<file path="src/sv/npcv_pkg.sv">
// ----------------------------------------------------------------------------
// npcv_pkg
// Shared types, constants and helpers of the nine-patch axis edge generator.
// ----------------------------------------------------------------------------
package npcv_pkg;

    localparam int FRAC_BITS   = 16;
    localparam int SCALE_SHIFT = FRAC_BITS - 8;
    localparam int DIV_W       = 32 + FRAC_BITS;
    localparam int DVSR_W      = 32;
    localparam int CNT_W       = $clog2(DIV_W + 1);
    localparam int LERP_W      = FRAC_BITS + 1;
    localparam int PROD_W      = 33 + LERP_W + 1;

    localparam logic [2:0] CFG_CLIP_X_LOW     = 3'd0;
    localparam logic [2:0] CFG_CLIP_X_HIGH    = 3'd1;
    localparam logic [2:0] CFG_CLIP_Y_LOW     = 3'd2;
    localparam logic [2:0] CFG_CLIP_Y_HIGH    = 3'd3;
    localparam logic [2:0] CFG_WINDOW_WIDTH   = 3'd4;
    localparam logic [2:0] CFG_WINDOW_HEIGHT  = 3'd5;
    localparam logic [2:0] CFG_UI_SCALE       = 3'd6;

    localparam logic KIND_HORIZ = 1'b0;
    localparam logic KIND_VERT  = 1'b1;

    typedef struct packed {
        logic               kind;
        logic signed [31:0] rect_pos;
        logic [30:0]        rect_size;
        logic [11:0]        margin_lo;
        logic [11:0]        margin_hi;
        logic [11:0]        pad_lo;
        logic [11:0]        pad_hi;
        logic signed [31:0] tex_lo;
        logic signed [31:0] tex_hi;
        logic [14:0]        tex_dim;
        logic               tiled;
        logic signed [31:0] view_offset;
    } item_t;

    typedef struct packed {
        logic [1:0]         edge_index;
        logic signed [31:0] ndc_pos;
        logic signed [31:0] tex_coord;
        logic               last;
    } result_t;

    typedef struct packed {
        logic signed [31:0] clip_x_low;
        logic signed [31:0] clip_x_high;
        logic signed [31:0] clip_y_low;
        logic signed [31:0] clip_y_high;
        logic [14:0]        window_width;
        logic [14:0]        window_height;
        logic [15:0]        ui_scale;
    } cfg_t;

    typedef struct packed {
        logic               kind;
        logic signed [31:0] base;
        logic signed [31:0] size;
        logic signed [31:0] plo_s;
        logic signed [31:0] phi_s;
        logic [11:0]        plo_raw;
        logic [11:0]        phi_raw;
        logic signed [31:0] tlo;
        logic signed [31:0] thi;
        logic [14:0]        dim;
        logic               tiled;
        logic signed [31:0] clip_lo;
        logic signed [31:0] clip_hi;
        logic [14:0]        win;
    } job_t;

    function automatic logic signed [31:0] sat32(input logic signed [63:0] v);
        if (v > 64'sd2147483647)
        begin
            return 32'sh7fffffff;
        end
        else if (v < -64'sd2147483648)
        begin
            return 32'sh80000000;
        end
        return v[31:0];
    endfunction

endpackage

</file>
<file path="src/sv/npcv_queue.sv">
// ----------------------------------------------------------------------------
// npcv_queue
// Two-entry request queue between the front and back ends.
// ----------------------------------------------------------------------------
module npcv_queue (
    input  logic           clk,
    input  logic           rst_n,
    input  logic           push,
    input  npcv_pkg::job_t push_job,
    input  logic           pop,
    output npcv_pkg::job_t head,
    output logic           full,
    output logic           empty
);
    import npcv_pkg::*;

    job_t       slot_reg [2];
    logic       wr_reg, wr_next;
    logic       rd_reg, rd_next;
    logic [1:0] cnt_reg, cnt_next;

    always_comb
    begin
        wr_next  = wr_reg;
        rd_next  = rd_reg;
        cnt_next = cnt_reg;
        if (push)
        begin
            wr_next = ~wr_reg;
        end
        if (pop)
        begin
            rd_next = ~rd_reg;
        end
        unique case ({push, pop})
            2'b10:   cnt_next = cnt_reg + 2'd1;
            2'b01:   cnt_next = cnt_reg - 2'd1;
            default: cnt_next = cnt_reg;
        endcase
    end

    always_ff @(posedge clk or negedge rst_n)
    begin
        if (!rst_n)
        begin
            wr_reg  <= 1'b0;
            rd_reg  <= 1'b0;
            cnt_reg <= '0;
        end
        else
        begin
            wr_reg  <= wr_next;
            rd_reg  <= rd_next;
            cnt_reg <= cnt_next;
        end
    end

    always_ff @(posedge clk)
    begin
        if (push)
        begin
            slot_reg[wr_reg] <= push_job;
        end
    end

    assign head  = slot_reg[rd_reg];
    assign full  = cnt_reg[1];
    assign empty = (cnt_reg == 2'd0);

endmodule

</file>
<file path="config.mk">
export PLATFORM = sky130hd
export DESIGN_NAME = npcv_queue
export DESIGN_NICKNAME = d
export VERILOG_FILES = /design/src/sv/npcv_pkg.sv /design/src/sv/npcv_queue.sv
export SDC_FILE = /design/constraint.sdc
export NUM_CORES = 1
export LEC_CHECK = 0
export BUFFER_PORTS_ARGS = -buffer_cell sky130_fd_sc_hd__buf_2
export CAP_MARGIN = 15
export CORE_AREA = 2 2 245 247
export CTS_BUF_LIST = sky130_fd_sc_hd__clkbuf_8
export DETAILED_ROUTE_END_ITERATION = 6
export DIE_AREA = 0 0 247 249
export PLACE_DENSITY = 0.69
export RECOVER_POWER = 100
export SETUP_SLACK_MARGIN = 0.05
export SYNTH_ARGS = -nofsm -noshare
export SYNTH_HDL_FRONTEND = slang
export SYNTH_SLANG_ARGS = --single-unit
export TNS_END_PERCENT = 30
</file>
<file path="constraint.sdc">
create_clock -name clk -period 19.01 [get_ports clk]
set_clock_uncertainty 0.05 [all_clocks]
set_input_delay 0.9505 -clock clk [delete_from_list [all_inputs] [get_ports clk]]
set_output_delay 0.9505 -clock clk [all_outputs]
set_load 0.02 [all_outputs]
</file>
==> flow_metrics.py <==
metrics = {
    "floorplan": {
        "io_pins": 630,
        "die-area_mm2": 0.0615,
        "core_area_mm2": 0.0587,
        "start_util": 0.406,
        "die_width_um": 247,
        "rows": 89,
        "die_y_um": 249,
    },
    "run_status": {
        "status": "complete, but fails checks",
        "violations": "capacitance limit, slew limit",
    },
    "synthesis": {
        "yosysWarnings": 0,
        "synthFlopType": "edfxtp_1",
        "synth_area_mm2": 0.0238,
        "async_reset_ff_frac": 0.00637,
        "synth_area_leaders": "edfxtp_1 79%, mux2_4 17%, mux2_2 2.0%, buf_6 1.4%, dfrtp_1 0.42%",
        "synth_top_area_frac": 0.787,
        "syn_area_per_cell_um2": 24.2,
        "yosysSeqAreaShare": 0.791,
        "syn_inst": 986,
        "synth.largest_area_cell": "edfxtp_1",
        "yosys_register_bits": 628,
        "synth_common_cells": "624 x edfxtp_1, 270 x mux2_4, 42 x mux2_2, 30 x buf_6",
        "synth.most_common_cell": "edfxtp_1",
        "synth_cell_type_count": 13,
        "syn-num-nets": 1303,
        "synth_edf_count": 624,
    },
    "sta": {
        "fin_tns_setup_ns": 0,
        "rsz0062_at_grt": "no",
        "hold_viol": 0,
        "worst_pin_slew_ns": 8.85,
        "setup_viol": 0,
        "final_max_slew_viol_count": 962,
        "post-route-period-util": 0.539,
        "max_freq_mhz": 97.6,
        "fin_ws_ns": 8.76,
        "period_needed_ns": 10.25,
        "maxSlewHeadroom": -4.90,
    },
    "detailed_routing": {
        "drt_pre_antenna_iters": 6,
        "first_iter_violations": 543,
        "wirelength_um": 52900,
        "drc": 0,
        "wl_per_cell_um": 20.7,
        "via_per_inst": 4.66,
        "ant_nets": 0,
        "dr_total_vias": 11900,
    },
    "critical_path": {
        "cp.arrival_ns": 9.25,
        "cp_top_family": "buffers and inverters",
        "slowest_stage": "clkbuf_1",
        "path_buf_inv": 4,
        "worst-path-max-fanout": 51,
        "crit_required_ns": 18.01,
        "path_cells": "clkbuf_1, clkbuf_1, clkbuf_1, mux2_1, buf_2",
        "criticalPathCategory": "register to output port",
        "crit_top_cell": "clkbuf_1",
        "critPathLaunchType": "register",
        "end_kind": "output port",
        "cpPeakStageDelay_ns": 2.18,
    },
    "cells_and_area": {
        "final_core_util": 0.482,
        "area_growth_pct": 18.7,
        "fillCellCount": 5159,
        "largest_reg_flops": 624,
        "multiInputGateArea_mm2": 0.00360,
        "seq_area_mm2": 0.0188,
        "nNetsFinal": 2011,
        "drive_gt1_frac": 0.333,
    },
    "global_routing": {
        "antenna_found_initial": 11,
        "grt_overflow": 0,
        "track_usage": 0.165,
        "grt_max_degree": 156,
        "grt_pass1_vias": 12900,
        "grt_pass1_wl_um": 76000,
    },
    "power_and_ir_drop": {
        "ir_worst_vdd_v": 0.000130,
        "finalPower_w": 0.00439,
        "pwr_density_cell_mw_per_mm2": 155,
        "p_leak_nw": 10.2,
    },
    "clock_network": {
        "clock_sinks": 628,
        "clk_path_buf_depth": 3,
        "clockRootBuffer": "clkbuf_8",
        "cts_tree": "yes",
        "worst_skew_pair.late_latency_ns": 0.66,
        "clkTransAtPathRegs_ns": 0.06,
        "post-cts-setup-buffer-count": 0,
        "postCtsResizedCells": 0,
        "cts.htree.levels": 3,
        "holdBufCountCts": 1,
        "cts_made_buffers": 100,
    },
    "place": {
        "routabilityCongestion": 0.883,
        "hpwl_um": 36300,
        "pre_cts_ws_ns": 13.97,
        "io_buffers": 629,
    },
    "worst_hold_path": {
        "min_path_type": "input pin to register",
    },
    "flow_run": {
        "maxCapViolations": 14,
    },
}
[stage by stage]
| stage | hold WS (ns) | std cells | instance area [um2] |
|---|---|---|---|
| after detailed placement | 0.431 | 2364 | 27700 |
| final | 0.409 | 2556 | 28300 |
| after floorplan | 0.403 | 986 | 23800 |
| after CTS | 0.312 | 2547 | 29600 |
| after global routing | 0.341 | 2551 | 28300 |
| after global placement | 0.431 | 2364 | 27700 |
[routing by layer]
metal | GRT usage | part of all wire
met5 | 0 | 0.00089
met4 | 0.0702 | 0.029
met3 | 0.0542 | 0.083
met2 | 0.294 | 0.52
met1 | 0.177 | 0.37
[worst paths after layout]
path	start	endpoint	slack, ns	cells after the start
setup reg to reg	wr_reg	slot_reg[1][259]	9.41	3
min in group asynchronous	rst_n	cnt_reg[0]	0.62	2
setup / recovery	rd_reg	head[182]	8.76	5
hold reg to reg	cnt_reg[1]	cnt_reg[1]	0.45	1
hold / removal	push_job[248]	slot_reg[0][248]	0.41	1
max in group asynchronous	rst_n	wr_reg	18.08	2
[power by group]
| group | leakage, nW | total, W | switching, W | internal (W) |
|---|---|---|---|---|
| sequential | 5.90 | 0.00196 | 0.0000771 | 0.00189 |
| clock | 1.08 | 0.00108 | 0.000517 | 0.000562 |
| combinational | 3.24 | 0.00135 | 0.000882 | 0.000466 |
[logic make-up after synthesis]
| group | after synthesis | synth area share |
|---|---|---|
| xor+xnor | 5 | 0.00184 |
| flops | 628 | 0.791 |
| buf+inv | 36 | 0.0158 |
| fa+ha+maj | 1 | 0.000525 |
| mux | 312 | 0.190 |
| simple gates | 4 | 0.000736 |
[placed cells by master, fill, tap and decap left out]
cell             n
dlygate4sd3_1    1
clkinv_8         2
mux2_4           4
clkbuf_8       107
xnor2_1          2
clkinv_1        28
clkinv_4         1
inv_8            2
buf_1            2
mux2_1         271
clkbuf_1       213
and2_0           1
bufinv_16        3
diode_2          9
edfxtp_1       624
ha_1             1
clkinv_2         8
xor2_1           3
buf_2          425
dfrtp_1          4
clkinvlp_4       1
nor2_1           3
inv_1           31
mux2_2          37
[worst reg2reg max path: stages, from the launching register on]
cell      delay, ns
dfrtp_1        0.38
and2_0         2.72
clkbuf_1       2.87
clkbuf_1       3.02
[layout make-up]
class                   instances  share of cell area
well taps                     773              0.0342
clock inverters                75              0.0148
diodes                          9            0.000797
multi-input cells             322               0.127
inverters                       1            0.000133
clock buffers                 107              0.0521
repair buffers                641               0.104
flip-flops and latches        628               0.666
Note: power is estimated with default switching activity, not from simulation.
