## src/sv/npcv_pkg.sv

```systemverilog
// ----------------------------------------------------------------------------
// npcv_pkg
// Shared types, constants and helpers of the nine-patch axis edge generator.
// ----------------------------------------------------------------------------
package npcv_pkg;

    localparam int FRAC_BITS   = 16;
    localparam int SCALE_SHIFT = FRAC_BITS - 8;
    localparam int DIV_W       = 32 + FRAC_BITS;
    localparam int DVSR_W      = 32;
    localparam int CNT_W       = $clog2(DIV_W + 1);
    localparam int LERP_W      = FRAC_BITS + 1;
    localparam int PROD_W      = 33 + LERP_W + 1;

    localparam logic [2:0] CFG_CLIP_X_LOW     = 3'd0;
    localparam logic [2:0] CFG_CLIP_X_HIGH    = 3'd1;
    localparam logic [2:0] CFG_CLIP_Y_LOW     = 3'd2;
    localparam logic [2:0] CFG_CLIP_Y_HIGH    = 3'd3;
    localparam logic [2:0] CFG_WINDOW_WIDTH   = 3'd4;
    localparam logic [2:0] CFG_WINDOW_HEIGHT  = 3'd5;
    localparam logic [2:0] CFG_UI_SCALE       = 3'd6;

    localparam logic KIND_HORIZ = 1'b0;
    localparam logic KIND_VERT  = 1'b1;

    typedef struct packed {
        logic               kind;
        logic signed [31:0] rect_pos;
        logic [30:0]        rect_size;
        logic [11:0]        margin_lo;
        logic [11:0]        margin_hi;
        logic [11:0]        pad_lo;
        logic [11:0]        pad_hi;
        logic signed [31:0] tex_lo;
        logic signed [31:0] tex_hi;
        logic [14:0]        tex_dim;
        logic               tiled;
        logic signed [31:0] view_offset;
    } item_t;

    typedef struct packed {
        logic [1:0]         edge_index;
        logic signed [31:0] ndc_pos;
        logic signed [31:0] tex_coord;
        logic               last;
    } result_t;

    typedef struct packed {
        logic signed [31:0] clip_x_low;
        logic signed [31:0] clip_x_high;
        logic signed [31:0] clip_y_low;
        logic signed [31:0] clip_y_high;
        logic [14:0]        window_width;
        logic [14:0]        window_height;
        logic [15:0]        ui_scale;
    } cfg_t;

    typedef struct packed {
        logic               kind;
        logic signed [31:0] base;
        logic signed [31:0] size;
        logic signed [31:0] plo_s;
        logic signed [31:0] phi_s;
        logic [11:0]        plo_raw;
        logic [11:0]        phi_raw;
        logic signed [31:0] tlo;
        logic signed [31:0] thi;
        logic [14:0]        dim;
        logic               tiled;
        logic signed [31:0] clip_lo;
        logic signed [31:0] clip_hi;
        logic [14:0]        win;
    } job_t;

    function automatic logic signed [31:0] sat32(input logic signed [63:0] v);
        if (v > 64'sd2147483647)
        begin
            return 32'sh7fffffff;
        end
        else if (v < -64'sd2147483648)
        begin
            return 32'sh80000000;
        end
        return v[31:0];
    endfunction

endpackage

```

## src/sv/npcv_front.sv

```systemverilog
// ----------------------------------------------------------------------------
// npcv_front
// Accept requests, scale margins and padding, form the widened rectangle.
// ----------------------------------------------------------------------------
module npcv_front (
    input  logic            clk,
    input  logic            rst_n,
    input  logic            start,
    output logic            busy,
    input  npcv_pkg::item_t item,
    input  npcv_pkg::cfg_t  cfg,
    input  logic            q_full,
    output logic            push,
    output npcv_pkg::job_t  job
);
    import npcv_pkg::*;

    function automatic logic signed [31:0] scale_px(input logic [11:0] px,
                                                    input logic [15:0] sc);
        logic [27:0] prod;
        logic [63:0] w;
        prod = 28'(px) * 28'(sc);
        w    = 64'(prod) << SCALE_SHIFT;
        return sat32(signed'(w));
    endfunction

    logic               s1_valid_reg, s1_valid_next;
    item_t              s1_item_reg;
    logic signed [31:0] mlo_reg, mhi_reg, plo_reg, phi_reg;
    logic               accept;
    logic signed [31:0] base0;

    assign busy   = s1_valid_reg && q_full;
    assign accept = start && !busy;
    assign push   = s1_valid_reg && !q_full;

    always_comb
    begin
        s1_valid_next = s1_valid_reg;
        if (accept)
        begin
            s1_valid_next = 1'b1;
        end
        else if (push)
        begin
            s1_valid_next = 1'b0;
        end
    end

    always_ff @(posedge clk or negedge rst_n)
    begin
        if (!rst_n)
        begin
            s1_valid_reg <= 1'b0;
        end
        else
        begin
            s1_valid_reg <= s1_valid_next;
        end
    end

    always_ff @(posedge clk)
    begin
        if (accept)
        begin
            s1_item_reg <= item;
            mlo_reg     <= scale_px(item.margin_lo, cfg.ui_scale);
            mhi_reg     <= scale_px(item.margin_hi, cfg.ui_scale);
            plo_reg     <= scale_px(item.pad_lo, cfg.ui_scale);
            phi_reg     <= scale_px(item.pad_hi, cfg.ui_scale);
        end
    end

    always_comb
    begin
        base0       = sat32(64'(s1_item_reg.rect_pos) - 64'(mlo_reg));
        job.kind    = s1_item_reg.kind;
        job.base    = sat32(64'(base0) + 64'(s1_item_reg.view_offset));
        job.size    = sat32(64'(s1_item_reg.rect_size) + 64'(mlo_reg) + 64'(mhi_reg));
        job.plo_s   = plo_reg;
        job.phi_s   = phi_reg;
        job.plo_raw = s1_item_reg.pad_lo;
        job.phi_raw = s1_item_reg.pad_hi;
        job.tlo     = s1_item_reg.tex_lo;
        job.thi     = s1_item_reg.tex_hi;
        job.dim     = s1_item_reg.tex_dim;
        job.tiled   = s1_item_reg.tiled;
        if (s1_item_reg.kind == KIND_VERT)
        begin
            job.clip_lo = cfg.clip_y_low;
            job.clip_hi = cfg.clip_y_high;
            job.win     = (cfg.window_height == '0) ? 15'd1 : cfg.window_height;
        end
        else
        begin
            job.clip_lo = cfg.clip_x_low;
            job.clip_hi = cfg.clip_x_high;
            job.win     = (cfg.window_width == '0) ? 15'd1 : cfg.window_width;
        end
    end

endmodule

```

## config.mk

```make
export PLATFORM = sky130hd
export DESIGN_NAME = npcv_front
export DESIGN_NICKNAME = d
export VERILOG_FILES = /design/src/sv/npcv_pkg.sv /design/src/sv/npcv_front.sv
export SDC_FILE = /design/constraint.sdc
export NUM_CORES = 2
export LEC_CHECK = 0
export BUFFER_PORTS_ARGS = -buffer_cell sky130_fd_sc_hd__buf_2
export CAP_MARGIN = 20
export CORE_ASPECT_RATIO = 1.4
export CORE_UTILIZATION = 43
export CTS_BUF_LIST = sky130_fd_sc_hd__clkbuf_2
export CTS_CLUSTER_DIAMETER = 200
export DETAILED_ROUTE_END_ITERATION = 8
export GPL_TIMING_DRIVEN = 1
export HOLD_SLACK_MARGIN = 0.12
export SLEW_MARGIN = 20
export SYNTH_ARGS = -nofsm -noshare
export SYNTH_HDL_FRONTEND = slang
export SYNTH_SLANG_ARGS = --single-unit
```

## constraint.sdc

```tcl
create_clock -name clk -period 16.45 [get_ports clk]
set_clock_uncertainty 0.15 [all_clocks]
set_input_delay 0 -clock clk [delete_from_list [all_inputs] [get_ports clk]]
set_output_delay 0 -clock clk [all_outputs]
set_load 0.01 [all_outputs]
```

==> impl.org <==
** Timing
- Setup violations remaining at the end of the flow were counted as 0.
- Setup repair after global routing left no endpoint under its margin.
- In this run the tightest slew margin relative to its limit is roughly 27%.
- The smallest clock period supported by the final layout is computed as ~9.4 ns.
- At the pin with the least slew margin, the transition time is 1.09 ns.
- The final max-slew violation count came to 0.
- Final setup slack of the worst path :: approximately 7 ns
- The tightest hold path in the finished design has a slack of around 0.19 ns.
- Part of the cycle the worst path needs :: around 57%
- Based on the critical path, the design can be clocked at up to between 100 and 150 MHz.
- Adding up every negative setup slack in the final design gives 0 ns.
- The final hold violation count was 0.

** Global routing
- Largest net degree at the start of global routing :: a little over 80
- Congestion Overflow GR :: 0
- The first global-routing pass estimated around 220000 um of wire.
- Number of antenna violations at the first check in global routing :: 23
- Global routing used between 30 and 40% of the available tracks.
- Vias in the first global route :: roughly 38k

** CTS
- Clk Latency, worst-skew pair :: around 1.3 ns
- The clock passes through at most 3 buffers.
- Clock-pin transition on the worst setup and hold timing paths :: about 0.12 ns
- TritonCTS built the clock tree.
- H-tree levels :: 3
- Clock tree synthesis found a total of ~300 sinks.
- Total CTS buffers :: 83
- Clock tree synthesis selected as its root buffer the cell clkbuf_2.
- Post-CTS Resized :: 0

** Synthesis
- After synthesis, the largest family of logic cells by area is adder cells.
- Most used flip-flop cell after synthesis :: edfxtp_1
- Measured against the total synthesized area, the mux share comes to roughly 2.1%.
- Summing the areas of all and, or, nand and nor instances in the mapped netlist gives a little over an eighth of the synthesized area.
- Number of flops mapped to enable cells by yosys :: 300
- Post-synthesis share of cell area spent on xor and xnor gates :: between 3 and 4%
- Each instance of the synthesized netlist takes up on average 9.66 um2.
- Synthesis-stage register bit count :: between 300 and 400
- Synthesis produced a netlist whose cell count is about 4.4k.
- Proportion of synthesized chip area in sequential cells :: a little over a fifth
- The cell area that synthesis handed to floorplanning was 42000 um2.
- Adder-cell area share of the yosys netlist :: approximately two fifths
- Counting distinct cell types in the post-synthesis netlist gives 94.
- Summing the areas of all compound-gate instances in the mapped netlist gives between 10% and 20% of the synthesized area.
- Synth warnings :: 0
- Async S/R FF share, synth :: less than 1%

** Worst setup path
- Worst Setup Path Type :: flop to output port
- STA puts the critical path data required time at 16.30 ns.
- Critical-path maximum fanout :: 30
- At the worst endpoint, the arrival time is slightly above 9 ns.
- STA classifies the critical path endpoint as an output port.
- STA classifies the critical path startpoint as a flop.

** Run
- Across the run, the number of max-cap violations was 0.

** Placed design
- Prior to clock tree synthesis, the placed netlist has a worst setup slack of 8.40 ns.
- Hpwl dp :: roughly 110000 um
- Input/output buffers :: about 720
- Inst Count DP :: around 6.1k
- Placer's final routability congestion estimate :: approximately 0.95

** Route
- Iter 0 DRT Violations :: between 2k and 2.5k
- Antenna viol nets, final :: 0
- Dividing the detail-routed wire length by the instance count gives 21.8 um.
- Wire length reported by the detailed router :: between 150000 and 200000 um
- For this run, design rule violations remaining after detail routing come to 0.
- After detailed routing, the number of vias per cell comes to 5.19.
- Summing over every cut layer, the via total after detailed routing is between 30k and 40k.
- The first detailed-routing pass ran for 5 iterations.

** Floorplanning
- The die covers roughly 99000 um2.
- Horizontal die dimension :: about 270 um
- The die is 372 um tall.
- Count of standard-cell rows :: around 140
- Pin placement for this block handled about 700 I/O pins.
- The initial utilization of the core area, before any placement, comes to ~43%.
- The region available for standard cell placement spans slightly below 100000 um2.

** Power
- Per report_power, the sequential group accounts for a little under an eighth of the total.
- Net Sw Power :: between 4000 and 5000 uW
- Net switching share of the total power :: between 50% and 60%
- Share of total power in combinational logic :: 81.1%
- Power spread over the standard cell area amounts to 171 nW/um2.
- The worst-case IR drop observed on VDD is between 150 and 200 uV.
- Cell internal power was estimated by the tool at ~4300 uW.
- The analysis attributes to cell leakage a power of between 0.02 and 0.025 uW.
- The clock network accounts for approximately 7.2% of the total power.

** Finish
- The finished layout holds 6909 standard cells, fillers aside.
- Compared with the post-synthesis result, the final layout area differs by 26.7%.
- Filler Cell Count :: 8697
- Multi-input combinational cell area :: about 29000 um2
- Sequential Area :: around 9000 um2
- Largest register FFs :: approximately 110
- Fraction of layout instances using a drive strength above 1 :: between 10% and 20%
- In the final design database the tool counted approximately 6.9k nets.

** Min path
- The worst hold path belongs to the class primary input to output port.

** Outcome
- Run status :: complete, no violations
kinds of logic (layout without fill, tap and decap cells):
| family | count (synthesis) | count (layout) |
|---|---|---|
| buffers and inverters | 970 | 2207 |
| DFF | 301 | 301 |
| AOI/OAI and AO/OA | 667 | 667 |
| xor gates and xnor gates | 155 | 155 |
| adders and majority gates | 960 | 960 |
| and+or+nand+nor | 1218 | 1218 |
| other | 1 | 21 |
| muxes | 79 | 79 |
worst max-delay path: stages, from the launching register on:
cell	delay (ns)
edfxtp_1	0.86
inv_1	0.33
ha_1	0.36
nor2b_1	0.16
o2111ai_1	0.16
a21oi_1	0.26
nor2_1	0.12
o31ai_1	0.50
a211oi_1	0.17
xnor2_1	0.34
nand2_1	0.74
a21oi_1	0.38
ha_1	0.20
inv_1	0.06
fa_1	0.41
nor2b_1	0.19
o31a_1	0.22
o41ai_2	0.11
nor2_1	0.17
a2111oi_2	0.10
a211oi_2	0.41
a41o_1	0.59
nor2_8	0.16
o21ai_1	0.73
buf_2	0.27
stage by stage:
step	area [um2]	util (%)	total power, uW
6_report	53200	55.0	9110
2_1_floorplan	42000	-	6380
3_3_place_gp	45800	47.3	8200
3_5_place_dp	45800	47.3	8210
5_1_grt	53200	55.0	10000
4_1_cts	53200	54.9	9080
power groups by stage:
stage	Sequential (uW)	Combinational [uW]	Clock, uW
global route	1080	8220	705
global placement	1090	7110	0
detailed placement	1090	7120	0
CTS	1070	7340	668
floorplan	1090	5290	0
finish	1070	7380	653
cells in the mapped netlist, types with 8 or more instances:
library cell | n | area, um2
nand2_1 | 678 | 2540
inv_1 | 658 | 2470
fa_1 | 594 | 11900
ha_1 | 361 | 4520
edfxtp_1 | 300 | 9010
and2_1 | 223 | 1400
a21oi_1 | 197 | 986
clkbuf_1 | 165 | 619
a21o_1 | 128 | 961
buf_4 | 123 | 923
o21ai_0 | 119 | 596
nor2_1 | 96 | 360
xnor2_1 | 89 | 780
mux2_2 | 78 | 878
xor2_1 | 65 | 569
nand2b_1 | 47 | 294
nand3_1 | 30 | 150
o21a_1 | 26 | 195
nor2b_1 | 25 | 156
nor3_1 | 24 | 120
o211ai_1 | 24 | 180
nand4_1 | 23 | 144
a211oi_1 | 19 | 143
and3_1 | 19 | 119
o21bai_1 | 17 | 128
buf_2 | 16 | 80.1
a31oi_1 | 13 | 81.3
o31ai_1 | 13 | 97.6
o21ai_1 | 12 | 60.1
a41oi_1 | 9 | 78.8
nor4_1 | 8 | 50.1
routing by layer:
metal | wire, um | vias up | part of all wire, % | GRT usage [%]
met3 | 12300 | 364 | 8.2 | 9.48
met5 | 114 | - | 0.076 | 0
met2 | 73800 | 1191 | 49 | 52.2
met1 | 55200 | 17900 | 37 | 33.2
met4 | 9070 | 20 | 6.0 | 16.9
li1 | - | 16400 | - | -
cells in the final DEF, fill, tap and decap left out, types with 21 or more instances in the layout:
| cell | instances |
|---|---|
| nor2b_1 | 24 |
| a21oi_1 | 197 |
| fa_1 | 594 |
| and2_1 | 223 |
| buf_4 | 28 |
| mux2_2 | 78 |
| edfxtp_1 | 300 |
| nor3_1 | 23 |
| buf_2 | 715 |
| nand3_1 | 30 |
| nand2_1 | 678 |
| xnor2_1 | 89 |
| xor2_1 | 65 |
| ha_1 | 361 |
| o21a_1 | 26 |
| nor2_1 | 96 |
| inv_1 | 658 |
| dlygate4sd3_1 | 654 |
| nand4_1 | 23 |
| o21ai_0 | 118 |
| o211ai_1 | 24 |
| clkinv_1 | 21 |
| clkbuf_2 | 111 |
| a21o_1 | 128 |
| nand2b_1 | 47 |
layout make-up:
| cell class | instances | area share, % |
|---|---|---|
| sequential | 301 | 17.0 |
| antenna | 17 | 0.0799 |
| timing repair buffer | 1398 | 19.5 |
| tap | 1301 | 3.06 |
| inverter | 658 | 4.64 |
| clock buffer | 111 | 1.04 |
| clock inverter | 40 | 0.534 |
| multi-input combinational | 3083 | 54.2 |
final timing paths:
path	end	cells after the start	slack [ns]	startpoint
setup / recovery	job[290]	24	7.01	mlo_reg[6]
hold / removal	job[16]	3	0.19	cfg[111]
setup reg to reg	job[175]	5	12.98	s1_valid_reg
hold reg to reg	s1_valid_reg	3	1.06	s1_valid_reg
max in group asynchronous	s1_valid_reg	5	15.54	rst_n
min in group asynchronous	s1_valid_reg	5	0.50	rst_n
timing repair:
| item | 4_1_cts | 5_1_grt |
|---|---|---|
| endpoints found under the hold margin | 567 | 0 |
| setup buffers | 0 | 0 |
| hold buffers | 654 | 0 |
(Power assumes the default switching activity.)
