<file path="src/sv/npcv_pkg.sv">
// ----------------------------------------------------------------------------
// npcv_pkg
// Shared types, constants and helpers of the nine-patch axis edge generator.
// ----------------------------------------------------------------------------
package npcv_pkg;

    localparam int FRAC_BITS   = 16;
    localparam int SCALE_SHIFT = FRAC_BITS - 8;
    localparam int DIV_W       = 32 + FRAC_BITS;
    localparam int DVSR_W      = 32;
    localparam int CNT_W       = $clog2(DIV_W + 1);
    localparam int LERP_W      = FRAC_BITS + 1;
    localparam int PROD_W      = 33 + LERP_W + 1;

    localparam logic [2:0] CFG_CLIP_X_LOW     = 3'd0;
    localparam logic [2:0] CFG_CLIP_X_HIGH    = 3'd1;
    localparam logic [2:0] CFG_CLIP_Y_LOW     = 3'd2;
    localparam logic [2:0] CFG_CLIP_Y_HIGH    = 3'd3;
    localparam logic [2:0] CFG_WINDOW_WIDTH   = 3'd4;
    localparam logic [2:0] CFG_WINDOW_HEIGHT  = 3'd5;
    localparam logic [2:0] CFG_UI_SCALE       = 3'd6;

    localparam logic KIND_HORIZ = 1'b0;
    localparam logic KIND_VERT  = 1'b1;

    typedef struct packed {
        logic               kind;
        logic signed [31:0] rect_pos;
        logic [30:0]        rect_size;
        logic [11:0]        margin_lo;
        logic [11:0]        margin_hi;
        logic [11:0]        pad_lo;
        logic [11:0]        pad_hi;
        logic signed [31:0] tex_lo;
        logic signed [31:0] tex_hi;
        logic [14:0]        tex_dim;
        logic               tiled;
        logic signed [31:0] view_offset;
    } item_t;

    typedef struct packed {
        logic [1:0]         edge_index;
        logic signed [31:0] ndc_pos;
        logic signed [31:0] tex_coord;
        logic               last;
    } result_t;

    typedef struct packed {
        logic signed [31:0] clip_x_low;
        logic signed [31:0] clip_x_high;
        logic signed [31:0] clip_y_low;
        logic signed [31:0] clip_y_high;
        logic [14:0]        window_width;
        logic [14:0]        window_height;
        logic [15:0]        ui_scale;
    } cfg_t;

    typedef struct packed {
        logic               kind;
        logic signed [31:0] base;
        logic signed [31:0] size;
        logic signed [31:0] plo_s;
        logic signed [31:0] phi_s;
        logic [11:0]        plo_raw;
        logic [11:0]        phi_raw;
        logic signed [31:0] tlo;
        logic signed [31:0] thi;
        logic [14:0]        dim;
        logic               tiled;
        logic signed [31:0] clip_lo;
        logic signed [31:0] clip_hi;
        logic [14:0]        win;
    } job_t;

    function automatic logic signed [31:0] sat32(input logic signed [63:0] v);
        if (v > 64'sd2147483647)
        begin
            return 32'sh7fffffff;
        end
        else if (v < -64'sd2147483648)
        begin
            return 32'sh80000000;
        end
        return v[31:0];
    endfunction

endpackage

</file>
<file path="src/sv/npcv_div.sv">
// ----------------------------------------------------------------------------
// npcv_div
// Unsigned restoring divider, one quotient bit per cycle.
// ----------------------------------------------------------------------------
module npcv_div (
    input  logic                       clk,
    input  logic                       rst_n,
    input  logic                       start,
    input  logic [npcv_pkg::DIV_W-1:0]  dividend,
    input  logic [npcv_pkg::DVSR_W-1:0] divisor,
    output logic                       done,
    output logic [npcv_pkg::DIV_W-1:0]  quot,
    output logic                       rem_nz
);
    import npcv_pkg::*;

    logic              run_reg, run_next;
    logic              done_reg, done_next;
    logic [CNT_W-1:0]  cnt_reg, cnt_next;
    logic [DIV_W-1:0]  quot_reg, quot_next;
    logic [DVSR_W-1:0] rem_reg, rem_next;
    logic [DVSR_W-1:0] dvsr_reg, dvsr_next;
    logic [DVSR_W:0]   trial;
    logic [DVSR_W:0]   diff;

    always_comb
    begin
        run_next  = run_reg;
        done_next = 1'b0;
        cnt_next  = cnt_reg;
        quot_next = quot_reg;
        rem_next  = rem_reg;
        dvsr_next = dvsr_reg;
        trial     = {rem_reg, quot_reg[DIV_W-1]};
        diff      = trial - {1'b0, dvsr_reg};
        if (start)
        begin
            run_next  = 1'b1;
            cnt_next  = CNT_W'(DIV_W);
            quot_next = dividend;
            rem_next  = '0;
            dvsr_next = divisor;
        end
        else if (run_reg)
        begin
            if (!diff[DVSR_W])
            begin
                rem_next  = diff[DVSR_W-1:0];
                quot_next = {quot_reg[DIV_W-2:0], 1'b1};
            end
            else
            begin
                rem_next  = trial[DVSR_W-1:0];
                quot_next = {quot_reg[DIV_W-2:0], 1'b0};
            end
            cnt_next = cnt_reg - 1'b1;
            if (cnt_reg == CNT_W'(1))
            begin
                run_next  = 1'b0;
                done_next = 1'b1;
            end
        end
    end

    always_ff @(posedge clk or negedge rst_n)
    begin
        if (!rst_n)
        begin
            run_reg  <= 1'b0;
            done_reg <= 1'b0;
            cnt_reg  <= '0;
        end
        else
        begin
            run_reg  <= run_next;
            done_reg <= done_next;
            cnt_reg  <= cnt_next;
        end
    end

    always_ff @(posedge clk)
    begin
        quot_reg <= quot_next;
        rem_reg  <= rem_next;
        dvsr_reg <= dvsr_next;
    end

    assign done   = done_reg;
    assign quot   = quot_reg;
    assign rem_nz = |rem_reg;

endmodule

</file>
<file path="src/sv/npcv_back.sv">
// ----------------------------------------------------------------------------
// npcv_back
// Sequence insets, tiling, clipping, merge and NDC conversion over one shared divider.
// ----------------------------------------------------------------------------
module npcv_back (
    input  logic              clk,
    input  logic              rst_n,
    input  logic              q_empty,
    input  npcv_pkg::job_t    head,
    output logic              pop,
    output logic              res_valid,
    output npcv_pkg::result_t res
);
    import npcv_pkg::*;

    typedef enum logic [10:0] {
        ST_IDLE  = 11'b00000000001,
        ST_ILO   = 11'b00000000010,
        ST_IHI   = 11'b00000000100,
        ST_TILE  = 11'b00000001000,
        ST_BUILD = 11'b00000010000,
        ST_CLIP  = 11'b00000100000,
        ST_LERP  = 11'b00001000000,
        ST_MUL   = 11'b00010000000,
        ST_APPLY = 11'b00100000000,
        ST_MERGE = 11'b01000000000,
        ST_NDC   = 11'b10000000000
    } state_t;

    localparam logic [1:0] SEG_OUTER_LO = 2'd0;
    localparam logic [1:0] SEG_MIDDLE   = 2'd1;
    localparam logic [1:0] SEG_OUTER_HI = 2'd2;
    localparam logic       SIDE_LOW     = 1'b0;
    localparam logic       SIDE_HIGH    = 1'b1;
    localparam logic [1:0] LAST_EDGE    = 2'd3;
    localparam logic signed [63:0] ONE_FX = 64'sd1 <<< FRAC_BITS;

    function automatic logic signed [31:0] pick4(input logic signed [31:0] v0,
                                                 input logic signed [31:0] v1,
                                                 input logic signed [31:0] v2,
                                                 input logic signed [31:0] v3,
                                                 input logic [1:0] s);
        logic signed [31:0] r;
        unique case (s)
            2'd0:    r = v0;
            2'd1:    r = v1;
            2'd2:    r = v2;
            default: r = v3;
        endcase
        return r;
    endfunction

    state_t               state_reg, state_next;
    job_t                 job_reg, job_next;
    logic signed [31:0]   p_reg [4];
    logic signed [31:0]   p_next [4];
    logic signed [31:0]   t_reg [4];
    logic signed [31:0]   t_next [4];
    logic signed [31:0]   ilo_reg, ilo_next, ihi_reg, ihi_next, thi_reg, thi_next;
    logic                 side_reg, side_next;
    logic [1:0]           seg_reg, seg_next;
    logic [1:0]           k_reg, k_next;
    logic [LERP_W-1:0]    l_reg, l_next;
    logic signed [PROD_W-1:0] prod_reg, prod_next;
    logic                 strobe_reg, strobe_next;
    result_t              res_reg, res_next;

    logic                 div_start, div_done, div_rnz;
    logic [DIV_W-1:0]     div_dvd, div_quot;
    logic [DVSR_W-1:0]    div_dvsr;

    logic signed [31:0]   bound, pa, pb, ta, tb, n, pk, ilo_e, ihi_e, mid;
    logic [1:0]           seg_c, seg_u;
    logic signed [32:0]   span, tdiff;
    logic signed [33:0]   pn, pmag;
    logic [1:0]           k_sel;
    logic signed [63:0]   qw, fq, v;
    logic signed [32:0]   psum;

    npcv_div u_div (
        .clk      (clk),
        .rst_n    (rst_n),
        .start    (div_start),
        .dividend (div_dvd),
        .divisor  (div_dvsr),
        .done     (div_done),
        .quot     (div_quot),
        .rem_nz   (div_rnz)
    );

    always_comb
    begin
        state_next  = state_reg;
        job_next    = job_reg;
        p_next      = p_reg;
        t_next      = t_reg;
        ilo_next    = ilo_reg;
        ihi_next    = ihi_reg;
        thi_next    = thi_reg;
        side_next   = side_reg;
        seg_next    = seg_reg;
        k_next      = k_reg;
        l_next      = l_reg;
        prod_next   = prod_reg;
        strobe_next = 1'b0;
        res_next    = res_reg;
        pop         = 1'b0;
        div_start   = 1'b0;
        div_dvd     = '0;
        div_dvsr    = '0;

        bound = (side_reg == SIDE_HIGH) ? job_reg.clip_hi : job_reg.clip_lo;
        if (bound < p_reg[1])
        begin
            seg_c = SEG_OUTER_LO;
        end
        else if (bound < p_reg[2])
        begin
            seg_c = SEG_MIDDLE;
        end
        else
        begin
            seg_c = SEG_OUTER_HI;
        end
        seg_u = (state_reg == ST_CLIP) ? seg_c : seg_reg;
        pa    = pick4(p_reg[0], p_reg[1], p_reg[2], p_reg[3], seg_u);
        pb    = pick4(p_reg[0], p_reg[1], p_reg[2], p_reg[3], seg_u + 2'd1);
        ta    = pick4(t_reg[0], t_reg[1], t_reg[2], t_reg[3], seg_u);
        tb    = pick4(t_reg[0], t_reg[1], t_reg[2], t_reg[3], seg_u + 2'd1);
        span  = $signed({bound[31], bound}) - $signed({pa[31], pa});
        tdiff = $signed({tb[31], tb}) - $signed({ta[31], ta});
        n     = sat32(64'(ta) + 64'(prod_reg >>> FRAC_BITS));

        k_sel = (state_reg == ST_MERGE) ? 2'd0
              : (div_done ? k_reg + 2'd1 : k_reg);
        pk    = pick4(p_reg[0], p_reg[1], p_reg[2], p_reg[3], k_sel);
        pn    = $signed({pk[31], pk, 1'b0});
        pmag  = pn[33] ? -pn : pn;
        psum  = $signed({p_reg[1][31], p_reg[1]}) + $signed({p_reg[2][31], p_reg[2]});
        mid   = psum[32:1];

        ilo_e = (thi_reg < job_reg.tlo) ? -ilo_reg : ilo_reg;
        ihi_e = (thi_reg < job_reg.tlo) ? -ihi_reg : ihi_reg;

        qw = signed'(64'(div_quot));
        fq = (pick4(p_reg[0], p_reg[1], p_reg[2], p_reg[3], k_reg) < 0)
           ? (-qw - 64'(div_rnz)) : qw;
        v  = (job_reg.kind == KIND_VERT) ? -(fq - ONE_FX) : (fq - ONE_FX);

        unique case (state_reg)
            ST_IDLE:
            begin
                if (!q_empty)
                begin
                    pop       = 1'b1;
                    job_next  = head;
                    ilo_next  = '0;
                    ihi_next  = '0;
                    thi_next  = head.thi;
                    side_next = SIDE_LOW;
                    if (head.dim != '0)
                    begin
                        div_start  = 1'b1;
                        div_dvd    = DIV_W'(head.plo_raw) << FRAC_BITS;
                        div_dvsr   = DVSR_W'(head.dim);
                        state_next = ST_ILO;
                    end
                    else
                    begin
                        state_next = ST_BUILD;
                    end
                end
            end
            ST_ILO:
            begin
                if (div_done)
                begin
                    ilo_next   = sat32(qw);
                    div_start  = 1'b1;
                    div_dvd    = DIV_W'(job_reg.phi_raw) << FRAC_BITS;
                    div_dvsr   = DVSR_W'(job_reg.dim);
                    state_next = ST_IHI;
                end
            end
            ST_IHI:
            begin
                if (div_done)
                begin
                    ihi_next = sat32(qw);
                    if (job_reg.tiled)
                    begin
                        div_start  = 1'b1;
                        div_dvd    = DIV_W'(unsigned'(job_reg.size));
                        div_dvsr   = DVSR_W'(job_reg.dim);
                        state_next = ST_TILE;
                    end
                    else
                    begin
                        state_next = ST_BUILD;
                    end
                end
            end
            ST_TILE:
            begin
                if (div_done)
                begin
                    thi_next   = sat32(qw);
                    state_next = ST_BUILD;
                end
            end
            ST_BUILD:
            begin
                p_next[0]  = job_reg.base;
                p_next[1]  = sat32(64'(job_reg.base) + 64'(job_reg.plo_s));
                p_next[2]  = sat32(64'(job_reg.base) + 64'(job_reg.size)
                                   - 64'(job_reg.phi_s));
                p_next[3]  = sat32(64'(job_reg.base) + 64'(job_reg.size));
                t_next[0]  = job_reg.tlo;
                t_next[1]  = sat32(64'(job_reg.tlo) + 64'(ilo_e));
                t_next[2]  = sat32(64'(thi_reg) - 64'(ihi_e));
                t_next[3]  = thi_reg;
                state_next = ST_CLIP;
            end
            ST_CLIP:
            begin
                if (!(bound < p_reg[3] && bound > p_reg[0]))
                begin
                    if (side_reg == SIDE_LOW)
                    begin
                        side_next = SIDE_HIGH;
                    end
                    else
                    begin
                        state_next = ST_MERGE;
                    end
                end
                else
                begin
                    seg_next   = seg_c;
                    div_start  = 1'b1;
                    div_dvd    = DIV_W'(span[31:0]) << FRAC_BITS;
                    div_dvsr   = 32'(pb - pa);
                    state_next = ST_LERP;
                end
            end
            ST_LERP:
            begin
                if (div_done)
                begin
                    l_next     = div_quot[LERP_W-1:0];
                    state_next = ST_MUL;
                end
            end
            ST_MUL:
            begin
                prod_next  = PROD_W'(tdiff) * PROD_W'($signed({1'b0, l_reg}));
                state_next = ST_APPLY;
            end
            ST_APPLY:
            begin
                if (side_reg == SIDE_LOW)
                begin
                    p_next[0] = bound;
                    t_next[0] = n;
                    if (seg_reg != SEG_OUTER_LO)
                    begin
                        p_next[1] = bound;
                        t_next[1] = n;
                    end
                    if (seg_reg == SEG_OUTER_HI)
                    begin
                        p_next[2] = bound;
                        t_next[2] = n;
                    end
                    side_next  = SIDE_HIGH;
                    state_next = ST_CLIP;
                end
                else
                begin
                    p_next[3] = bound;
                    t_next[3] = n;
                    if (seg_reg != SEG_OUTER_HI)
                    begin
                        p_next[2] = bound;
                        t_next[2] = n;
                    end
                    if (seg_reg == SEG_OUTER_LO)
                    begin
                        p_next[1] = bound;
                        t_next[1] = n;
                    end
                    state_next = ST_MERGE;
                end
            end
            ST_MERGE:
            begin
                if (p_reg[1] > p_reg[2])
                begin
                    p_next[1] = mid;
                    p_next[2] = mid;
                end
                k_next     = 2'd0;
                div_start  = 1'b1;
                div_dvd    = DIV_W'(unsigned'(pmag));
                div_dvsr   = DVSR_W'(job_reg.win);
                state_next = ST_NDC;
            end
            ST_NDC:
            begin
                if (div_done)
                begin
                    strobe_next         = 1'b1;
                    res_next.edge_index = k_reg;
                    res_next.ndc_pos    = sat32(v);
                    res_next.tex_coord  = pick4(t_reg[0], t_reg[1], t_reg[2], t_reg[3],
                                                k_reg);
                    res_next.last       = (k_reg == LAST_EDGE);
                    if (k_reg == LAST_EDGE)
                    begin
                        state_next = ST_IDLE;
                    end
                    else
                    begin
                        k_next    = k_reg + 2'd1;
                        div_start = 1'b1;
                        div_dvd   = DIV_W'(unsigned'(pmag));
                        div_dvsr  = DVSR_W'(job_reg.win);
                    end
                end
            end
            default:
            begin
                state_next = ST_IDLE;
            end
        endcase
    end

    always_ff @(posedge clk or negedge rst_n)
    begin
        if (!rst_n)
        begin
            state_reg  <= ST_IDLE;
            strobe_reg <= 1'b0;
            side_reg   <= SIDE_LOW;
            k_reg      <= '0;
        end
        else
        begin
            state_reg  <= state_next;
            strobe_reg <= strobe_next;
            side_reg   <= side_next;
            k_reg      <= k_next;
        end
    end

    always_ff @(posedge clk)
    begin
        job_reg  <= job_next;
        p_reg    <= p_next;
        t_reg    <= t_next;
        ilo_reg  <= ilo_next;
        ihi_reg  <= ihi_next;
        thi_reg  <= thi_next;
        seg_reg  <= seg_next;
        l_reg    <= l_next;
        prod_reg <= prod_next;
        res_reg  <= res_next;
    end

    assign res_valid = strobe_reg;
    assign res       = res_reg;

endmodule

</file>
<file path="config.mk">
export PLATFORM = sky130hd
export DESIGN_NAME = npcv_back
export DESIGN_NICKNAME = d
export VERILOG_FILES = /design/src/sv/npcv_pkg.sv /design/src/sv/npcv_div.sv /design/src/sv/npcv_back.sv
export SDC_FILE = /design/constraint.sdc
export NUM_CORES = 2
export LEC_CHECK = 0
export ABC_AREA = 1
export BUFFER_PORTS_ARGS = -buffer_cell sky130_fd_sc_hd__buf_4
export CORE_ASPECT_RATIO = 2
export CORE_MARGIN = 2
export CORE_UTILIZATION = 55
export CTS_BUF_LIST = sky130_fd_sc_hd__clkbuf_2 sky130_fd_sc_hd__clkbuf_4 sky130_fd_sc_hd__clkbuf_8
export CTS_CLUSTER_DIAMETER = 100
export CTS_CLUSTER_SIZE = 14
export DETAILED_ROUTE_END_ITERATION = 10
export PLACE_DENSITY = 0.72
export SLEW_MARGIN = 20
export SYNTH_ARGS = -nofsm -noshare
export SYNTH_HDL_FRONTEND = slang
export SYNTH_SLANG_ARGS = --single-unit
</file>
<file path="constraint.sdc">
create_clock -name clk -period 23.1 [get_ports clk]
set_clock_uncertainty 0.2 [all_clocks]
set_input_delay 2.31 -clock clk [delete_from_list [all_inputs] [get_ports clk]]
set_output_delay 2.31 -clock clk [all_outputs]
set_load 0.02 [all_outputs]
</file>
==> metrics.cfg <==
[worst_setup_path]
cp_common_cell = nand2_1
crit_arrival_ps = 22540
cp-end-kind = register
r2r-start = side_reg
critPathTopFamily = simple AND/OR/NAND/NOR gates
r2r-end = prod_reg[47]
cp_max_fo = 29
required_ps = 23510
critical_path.slowest_cell = clkinv_1
critPathKind = register to register
crit_path_start_kind = register
r2r_cells = 58
r2r_setup_slack_ps = 970
path_buf_inv = 13
critPathMaxStageDelay_ps = 1230

[cts]
clockBufferDepth = 3
clkSinkCount = 876
clockRootBuffer = clkbuf_8
clk_latency_ps = 930
path_clk_slew_ps = 120
numCtsBuffers = 72
cts_hold_buffers = 0
cts_setup_buffers = 0
cts_resized = 0
cts_tree = built
cts.htree.levels = 3

[synth]
synthFlopType = edfxtp_1
ys_warn_count = 0
synth.top_cells.by_count = nand2_1, inv_1, nor2_1, edfxtp_1, a21oi_1
synth_edf_count = 821
synth.distinct_cells = 70
synthTopCellsByArea = edfxtp_1, fa_1, nand2_1, ha_1, inv_1
yosys.area.top_type = edfxtp_1
netlist.area_leader.share_pct = 27.8
post-synth-top-count-cell = nand2_1
synth_cells = 11400
ys_seq_area_share_pct = 29.2
ys_ff_latch = 876
synthArstFlopShare_pct = 2.63
syn_area_um2 = 88700
synth_nets = 13000
avgSynthCellArea_um2 = 7.80

[status]
failed_checks = max-capacitance violations, max-slew violations
status = complete, but fails checks

[final_layout]
fin_nets = 13300
area_delta_synth_final_pct = 8.20
final_layout_size_suffix_gt1_share_pct = 7.42
nFillCells = 14700
fin_util_pct = 59.9
largest_register_ffs = 268

[detailed_routing]
drt_iter0_markers = 10400
drt_pre_antenna_iters = 7
dr_total_vias = 88700
finalWirelength_mm = 431
wl_per_cell_um = 31.0
avgViaCountPerCell = 6.39
antenna_left = 0
drc_errors = 0

[floorplan]
die_width_um = 288
start_util_pct = 55.3
die_h_um = 572
dieArea_um2 = 165000
pin_count = 384
core_um2 = 160000
rows = 208

[worst_hold_path]
hold_end = state_reg[8]
min_path_type = register to register
min_path_cells = 1
min_from = state_reg[6]

[sta]
max_slew_margin_pct = -19.5
worstMarginPinSlew_ps = 1790
slew_violations = 6
rsz0062_at_grt = false
hold_viol_final = 0
period_needed_ps = 22130
tns_ps = 0
period_share_pct = 95.8
setup_viol = 0
clock.fmax_ghz = 0.0452

[grt]
grt_util_all_layers_pct = 53.6
antenna_found_initial = 50
grt_pass1_vias = 90900
grt_max_degree = 89
grt_first_pass_wirelength_mm = 627
grt_remaining_overflow = 0

[placed_design]
place_congestion = 1.22
numPortBuffers = 383
hpwlAfterDp_mm = 337

[run]
maxCapViolations = 1

[area by class of cell]
class	count	area, µm²	area share (%)
flip-flops and latches	876	25900	27.0
diodes	69	173	0.180
well taps	2100	2630	2.74
repair buffers	542	4160	4.33
inverters	2008	7540	7.86
multi-input cells	8162	54300	56.5
clock inverters	6	58.8	0.0613
clock buffers	112	1290	1.35
[kinds of logic (layout without fill, tap and decap cells)]
kind of cell	after synthesis	count (layout)	share of synthesized area, %
flops	876	876	29.2
other cells	0	69	0
fa+ha+maj	1292	1292	22.8
xor+xnor	416	416	4.11
simple gates	4329	4329	20.0
compound gates	2125	2125	13.9
buf+inv	2338	2668	10.1
[routing by layer]
layer	vias to the layer above	routed length (µm)	share of wire, %	track usage [%]
met5	-	208	0.048	0.833
met4	12	72100	17	67.7
met3	3270	43100	10	21.1
met2	6494	201000	47	86.6
met1	41100	114000	26	44.8
li1	37800	-	-	-
[through the flow]
step                      area (µm²)  worst slack (ps)  cells  hold WS [ps]
after floorplan                88700              5180  11400           233
after global placement         94100               825  13700           284
after detailed placement       94200              3310  13700           298
after CTS                      95500              3250  13800           309
after global routing           95900              1070  13800           300
final                          96000               968  13900           300
[worst max path at each step]
stage,startpoint,to,slack (ps),cells after the start
floorplan,q_empty,u_div.quot[0],5180,8
global placement,side_reg,prod_reg[47],820,56
detailed placement,side_reg,prod_reg[47],3310,59
CTS,side_reg,prod_reg[47],3250,59
global route,side_reg,prod_reg[47],1070,64
finish,side_reg,prod_reg[47],970,58
[layout by cell type, fill, tap and decap left out, drive strengths merged, types with 184 or more instances in the layout]
| cell type | count |
|---|---|
| xnor2 | 184 |
| inv | 1997 |
| nand2 | 2649 |
| xor2 | 232 |
| a21oi | 755 |
| fa | 545 |
| o21ai | 789 |
| edfxtp | 821 |
| ha | 747 |
| buf | 542 |
| nor2 | 1005 |
| nand3 | 376 |
Power is not shown: default switching activity piles up to over one toggle a cycle in this logic, so the estimate is an artifact.
